`src/rtl/brfm_pkg.sv`:
```
package brfm_pkg;

    localparam int DEPTH    = 1024;
    localparam int MAX_XFER = 8;

    localparam int ADDR_W = $clog2(DEPTH);
    localparam int CNT_W  = $clog2(DEPTH + 1);
    localparam int IDX_W  = (MAX_XFER > 1) ? $clog2(MAX_XFER) : 1;

    localparam int TYPE_W = 2;
    localparam int LEN_W  = 4;
    localparam int WDAT_W = 64;
    localparam int STAT_W = 2;
    localparam int BYTE_W = 8;
    localparam int FILL_W = 11;

    localparam logic [TYPE_W-1:0] REQ_WRITE = 2'd0;
    localparam logic [TYPE_W-1:0] REQ_READ  = 2'd1;
    localparam logic [TYPE_W-1:0] REQ_PEEK  = 2'd2;
    localparam logic [TYPE_W-1:0] REQ_SKIP  = 2'd3;

    localparam logic [STAT_W-1:0] STAT_OK      = 2'd0;
    localparam logic [STAT_W-1:0] STAT_NOROOM  = 2'd1;
    localparam logic [STAT_W-1:0] STAT_BAD_LEN = 2'd2;

    typedef enum logic [2:0] {
        ST_IDLE,
        ST_DECODE,
        ST_WRITE,
        ST_READ,
        ST_RESP
    } state_t;

    typedef struct packed {
        logic              we;
        logic [ADDR_W-1:0] waddr;
        logic [BYTE_W-1:0] wdata;
        logic              re;
        logic [ADDR_W-1:0] raddr;
    } mem_req_t;

    typedef struct packed {
        logic [STAT_W-1:0] status;
        logic [BYTE_W-1:0] data_byte;
        logic [LEN_W-1:0]  byte_count;
        logic              last;
        logic [FILL_W-1:0] fill_level;
    } res_t;

    function automatic logic [ADDR_W-1:0] wrap_add(input logic [ADDR_W-1:0] base,
                                                   input logic [LEN_W-1:0] offset);
        logic [ADDR_W:0] sum;
        sum = {1'b0, base} + (ADDR_W + 1)'(offset);
        if (sum >= (ADDR_W + 1)'(DEPTH)) begin
            sum = sum - (ADDR_W + 1)'(DEPTH);
        end
        return sum[ADDR_W-1:0];
    endfunction

endpackage

```
`src/rtl/brfm_ctrl.sv`:
```
module brfm_ctrl
    import brfm_pkg::*;
(
    input  logic              aclk,
    input  logic              aresetn,
    input  logic              in_valid,
    output logic              in_ready,
    input  logic [TYPE_W-1:0] in_type,
    input  logic [LEN_W-1:0]  in_len,
    input  logic [WDAT_W-1:0] in_data,
    input  logic              out_free,
    output logic              res_load,
    output res_t              res,
    output mem_req_t          mem_req,
    input  logic [BYTE_W-1:0] mem_rdata
);

    state_t              state_reg, state_next;
    logic [TYPE_W-1:0]   type_reg, type_next;
    logic [LEN_W-1:0]    len_reg, len_next;
    logic [WDAT_W-1:0]   data_reg, data_next;
    logic [IDX_W-1:0]    idx_reg, idx_next;
    logic [LEN_W-1:0]    count_reg, count_next;
    logic [STAT_W-1:0]   status_reg, status_next;
    logic [ADDR_W-1:0]   addr_reg, addr_next;
    logic [ADDR_W-1:0]   rd_ptr_reg, rd_ptr_next;
    logic [ADDR_W-1:0]   wr_ptr_reg, wr_ptr_next;
    logic [CNT_W-1:0]    held_reg, held_next;

    logic                len_bad;
    logic                no_room;
    logic [LEN_W-1:0]    count_avail;
    logic                idx_last;
    logic [ADDR_W-1:0]   addr_inc;
    logic [CNT_W-1:0]    held_after_read;

    assign len_bad = (len_reg == '0) || (len_reg > LEN_W'(MAX_XFER));
    assign no_room = ({1'b0, held_reg} + (CNT_W + 1)'(len_reg)) > (CNT_W + 1)'(DEPTH);
    assign count_avail = (held_reg < CNT_W'(len_reg)) ? LEN_W'(held_reg) : len_reg;
    assign idx_last = (LEN_W'(idx_reg) == (count_reg - LEN_W'(1)));
    assign addr_inc = wrap_add(addr_reg, LEN_W'(1));
    assign held_after_read = held_reg - CNT_W'(count_reg);

    always_ff @(posedge aclk) begin
        if (!aresetn) begin
            state_reg  <= ST_IDLE;
            rd_ptr_reg <= '0;
            wr_ptr_reg <= '0;
            held_reg   <= '0;
        end else begin
            state_reg  <= state_next;
            rd_ptr_reg <= rd_ptr_next;
            wr_ptr_reg <= wr_ptr_next;
            held_reg   <= held_next;
        end
    end

    always_ff @(posedge aclk) begin
        type_reg   <= type_next;
        len_reg    <= len_next;
        data_reg   <= data_next;
        idx_reg    <= idx_next;
        count_reg  <= count_next;
        status_reg <= status_next;
        addr_reg   <= addr_next;
    end

    always_comb begin
        state_next  = state_reg;
        type_next   = type_reg;
        len_next    = len_reg;
        data_next   = data_reg;
        idx_next    = idx_reg;
        count_next  = count_reg;
        status_next = status_reg;
        addr_next   = addr_reg;
        rd_ptr_next = rd_ptr_reg;
        wr_ptr_next = wr_ptr_reg;
        held_next   = held_reg;

        in_ready = 1'b0;
        res_load = 1'b0;
        res      = '0;
        mem_req  = '0;

        case (state_reg)
            ST_IDLE: begin
                in_ready = 1'b1;
                if (in_valid) begin
                    type_next  = in_type;
                    len_next   = in_len;
                    data_next  = in_data;
                    state_next = ST_DECODE;
                end
            end
            ST_DECODE: begin
                idx_next    = '0;
                status_next = STAT_OK;
                if (len_bad) begin
                    status_next = STAT_BAD_LEN;
                    count_next  = '0;
                    state_next  = ST_RESP;
                end else if (type_reg == REQ_WRITE) begin
                    if (no_room) begin
                        status_next = STAT_NOROOM;
                        count_next  = '0;
                        state_next  = ST_RESP;
                    end else begin
                        count_next = len_reg;
                        addr_next  = wr_ptr_reg;
                        state_next = ST_WRITE;
                    end
                end else if (held_reg == '0) begin
                    status_next = STAT_NOROOM;
                    count_next  = '0;
                    state_next  = ST_RESP;
                end else if (type_reg == REQ_SKIP) begin
                    count_next  = count_avail;
                    rd_ptr_next = wrap_add(rd_ptr_reg, count_avail);
                    held_next   = held_reg - CNT_W'(count_avail);
                    state_next  = ST_RESP;
                end else begin
                    count_next    = count_avail;
                    addr_next     = rd_ptr_reg;
                    mem_req.re    = 1'b1;
                    mem_req.raddr = rd_ptr_reg;
                    state_next    = ST_READ;
                end
            end
            ST_WRITE: begin
                mem_req.we    = 1'b1;
                mem_req.waddr = addr_reg;
                mem_req.wdata = data_reg[BYTE_W-1:0];
                data_next     = data_reg >> BYTE_W;
                idx_next      = idx_reg + IDX_W'(1);
                addr_next     = addr_inc;
                if (idx_last) begin
                    wr_ptr_next = addr_inc;
                    held_next   = held_reg + CNT_W'(count_reg);
                    state_next  = ST_RESP;
                end
            end
            ST_READ: begin
                if (out_free) begin
                    res_load       = 1'b1;
                    res.status     = STAT_OK;
                    res.data_byte  = mem_rdata;
                    res.byte_count = count_reg;
                    res.last       = idx_last;
                    res.fill_level = (type_reg == REQ_READ) ? FILL_W'(held_after_read)
                                                            : FILL_W'(held_reg);
                    if (idx_last) begin
                        if (type_reg == REQ_READ) begin
                            rd_ptr_next = addr_inc;
                            held_next   = held_after_read;
                        end
                        state_next = ST_IDLE;
                    end else begin
                        idx_next      = idx_reg + IDX_W'(1);
                        addr_next     = addr_inc;
                        mem_req.re    = 1'b1;
                        mem_req.raddr = addr_inc;
                    end
                end
            end
            ST_RESP: begin
                if (out_free) begin
                    res_load       = 1'b1;
                    res.status     = status_reg;
                    res.byte_count = count_reg;
                    res.last       = 1'b1;
                    res.fill_level = FILL_W'(held_reg);
                    state_next     = ST_IDLE;
                end
            end
            default: begin
                state_next = ST_IDLE;
            end
        endcase
    end

endmodule

```
`config.mk`:
```
export PLATFORM = sky130hd
export DESIGN_NAME = brfm_ctrl
export DESIGN_NICKNAME = d
export VERILOG_FILES = /design/src/rtl/brfm_pkg.sv /design/src/rtl/brfm_ctrl.sv
export SDC_FILE = /design/constraint.sdc
export NUM_CORES = 1
export LEC_CHECK = 0
export BUFFER_PORTS_ARGS = -buffer_cell sky130_fd_sc_hd__buf_2
export CORE_AREA = 2 2 179 181
export DETAILED_ROUTE_END_ITERATION = 16
export DIE_AREA = 0 0 181 183
export PLACE_DENSITY = 0.52
export SYNTH_ARGS = -nofsm -noshare
export SYNTH_HDL_FRONTEND = slang
export SYNTH_SLANG_ARGS = --single-unit
```
`constraint.sdc`:
```
create_clock -name aclk -period 5.1 [get_ports aclk]
set_input_delay 0.255 -clock aclk [delete_from_list [all_inputs] [get_ports aclk]]
set_output_delay 0.255 -clock aclk [all_outputs]
set_load 0.05 [all_outputs]
```
==> flow_summary.json <==
{
  "dieArea_mm2": 0.03312,
  "ys_top_cells_by_area": "edfxtp_1 35%, nand2_1 11%, dfxtp_1 8.8%",
  "crit_arrival_ns": 5.19,
  "crit_path_end_kind": "flip-flop",
  "powerDensity_mw_per_mm2": 289.0,
  "fin_tns_setup_ns": 0,
  "largest_register_ffs": 64,
  "grtUsageMet2_pct": 21.22,
  "worst_slew_pin_slew_ns": 1.229,
  "synth-seq-cells": 123,
  "post_drt_wl_per_cell_um": 16.02,
  "synth_area_mm2": 0.007735,
  "drc_errors": 0,
  "vdd_drop_max_v": 0.0001669,
  "yosysMostFrequentCell": "nand2_1",
  "worstSkewPairLatency_ns": 0.43,
  "fp.dieH_um": 183,
  "viasPerCell": 4.728,
  "yosys_most_used_dff": "edfxtp_1",
  "clockBufferDepth": 2,
  "final_net_count": 1145,
  "path_clk_slew_ns": 0.06,
  "routed_wl_um": 23130,
  "hold_viol_final": 0,
  "yosys-top-cells-count": "218 x nand2_1, 89 x edfxtp_1, 57 x nor2_1",
  "synth_edf_count": 89,
  "max_freq_mhz": 207.2,
  "drt-pass1-iter-count": 5,
  "io_pins": 140,
  "yosysTopAreaCellShare_pct": 34.55,
  "fin_ws_ns": 0.2734,
  "syn_nets": 1019,
  "cts_root_buffer": "clkbuf_16",
  "num_rows": 65,
  "maxCapViolCount": 0,
  "critPathRequiredTime_ns": 5.46,
  "gr-total-overflow": 0,
  "h-tree-depth": 4,
  "grt_pass1_wl_um": 35140,
  "rr_startpoint": "held_reg[8]$_SDFFE_PN0P_",
  "grt_use_met1_pct": 18.65,
  "worstHoldStart": "in_len[0]",
  "hold_class": "input port to flip-flop",
  "seqCellArea_mm2": 0.003353,
  "startpoint_type": "flip-flop",
  "cts_tree": "built",
  "drtAntennaViolNets": 0,
  "slew_headroom_pct": 17.45,
  "crit_type": "flip-flop to flip-flop",
  "first_iter_violations": 399,
  "period_minus_slack_ns": 4.827,
  "critPathLaunch": "held_reg[8]$_SDFFE_PN0P_",
  "dp_slack_ns": 0.3722,
  "finalMaxSlewViolations": 0,
  "ys_seq_area_share_pct": 43.35,
  "postSynth.asyncResetShare_pct": 0,
  "yosys_warnings": 0,
  "io_buffers": 139,
  "die_x_um": 181,
  "core_mm2": 0.03123,
  "rsz0062_at_grt": "no",
  "status": "finished, final reports clean",
  "grt_pass1_vias": 6294,
  "fillers": 3340,
  "min_period_over_period_pct": 94.64,
  "globalplace.congestion": 0.8852,
  "grt_usage_pct": 13.71,
  "synth_cell_types": 63,
  "met3_usage_pct": 3.276,
  "synth_top_area_cell": "edfxtp_1",
  "report.final.setup_viol": 0,
  "syn2layout_area_growth_pct": 22.00,
  "postSynthAreaPerCell_um2": 8.575,
  "cts_buffers": 17,
  "grt_antenna_before_repair": 1,
  "dp_hpwl_um": 16100,
  "drive_above_1_share_pct": 20.37,
  "grt_start_max_net_pins": 75,
  "p_leak_nw": 4.012,
  "clock_sinks": 123,
  "start_util_pct": 24.77,
  "cp_max_fo": 10,
  "multi_input_area_mm2": 0.003996,
  "syn_inst": 902,
  "vias": 6827,
  "fin_worst_skew_ns": 0.008833,
  "busiest_layer": "met2"
}
cell families (layout without fill, tap and decap cells):
group                      count (synthesis)  after routing  synth area share, %
adders and majority gates                 36             36                6.179
AOI/OAI and AO/OA                        198            198                16.01
DFF                                      123            123                43.35
muxes                                     11             11                1.472
and+or+nand+nor                          415            415                24.67
xor gates and xnor gates                  29             29                3.284
other                                      0              1                    0
buffers and inverters                     90            229                5.031
worst paths after layout:
check	end	slack [ns]	cells after the start
worst max-delay path	held_reg[10]$_SDFFE_PN0P_	0.27	15
worst min-delay path	len_reg[0]$_DFFE_PP_	0.03	1
worst max register to register	held_reg[10]$_SDFFE_PN0P_	0.27	15
worst min register to register	wr_ptr_reg[0]$_SDFFE_PN0P_	0.50	2
layout make-up:
type / instances / area share [%]
Multi-Input combinational cell: 689 / 42.35
Sequential cell: 123 / 35.53
Clock buffer: 17 / 4.508
Antenna cell: 1 / 0.02652
Timing Repair Buffer: 162 / 9.387
Inverter: 35 / 1.392
Tap cell: 402 / 5.330
Clock inverter: 15 / 1.472
timing repair:
action | in CTS | in global routing
resized for setup | 0 | 1
hold buffers | 2 | 0
hold endpoints to repair | 2 | 0
buffers inserted | 0 | 0
endpoints found under the setup margin | 0 | 1
critical path: stages (launching register included):
cell and delay, ns:
dfxtp_1 0.42, or4_4 0.47, or4_4 0.47, nor3_4 0.32, mux2i_1 0.33, ha_1 0.29
o311a_2 0.21, a311o_2 0.12, inv_1 0.07, ha_1 0.23, or4_1 0.51, o21ai_0 0.29
o21ai_0 0.21, mux2i_1 0.17, a2111oi_2 0.42, mux2i_1 0.21
metrics by stage:
| stage | cells | utilization (%) | area (um^2) | hold WS [ns] | total power [mW] |
|---|---|---|---|---|---|
| floorplan | 902 | - | 7735 | 0.3539 | 1.434 |
| global placement | 1409 | 28.33 | 8846 | 0.4394 | 1.555 |
| detailed placement | 1409 | 28.33 | 8846 | 0.4366 | 1.557 |
| CTS | 1443 | 30.20 | 9430 | 0.007170 | 2.764 |
| global route | 1443 | 30.21 | 9434 | 0.009588 | 2.850 |
| finish | 1444 | 30.22 | 9437 | 0.03137 | 2.728 |
report_power, final:
part           switching (mW)  internal, mW
registers              0.0356          1.16
logic                   0.219         0.126
clock network           0.513         0.677
cells in the final DEF, fill, tap and decap left out, drive strengths merged, types with 18 or more instances in the layout:
cell / synthesis / final
edfxtp: 89 / 89
o21ai: 56 / 56
nand3: 18 / 18
nor2: 57 / 57
and2: 33 / 33
a21oi: 53 / 53
a211oi: 26 / 26
buf: 3 / 160
ha: 31 / 31
inv: 33 / 39
dfxtp: 34 / 34
nand2: 219 / 219
nor2b: 21 / 21
metal layers:
metal	share of wire (%)	up-vias	wire, um
met5	0	-	0
met4	2.2	0	499
met3	5.6	30	1295
met2	45	194	10380
met1	47	3207	10960
li1	-	3396	-
Power figures use the tool's default switching activity.
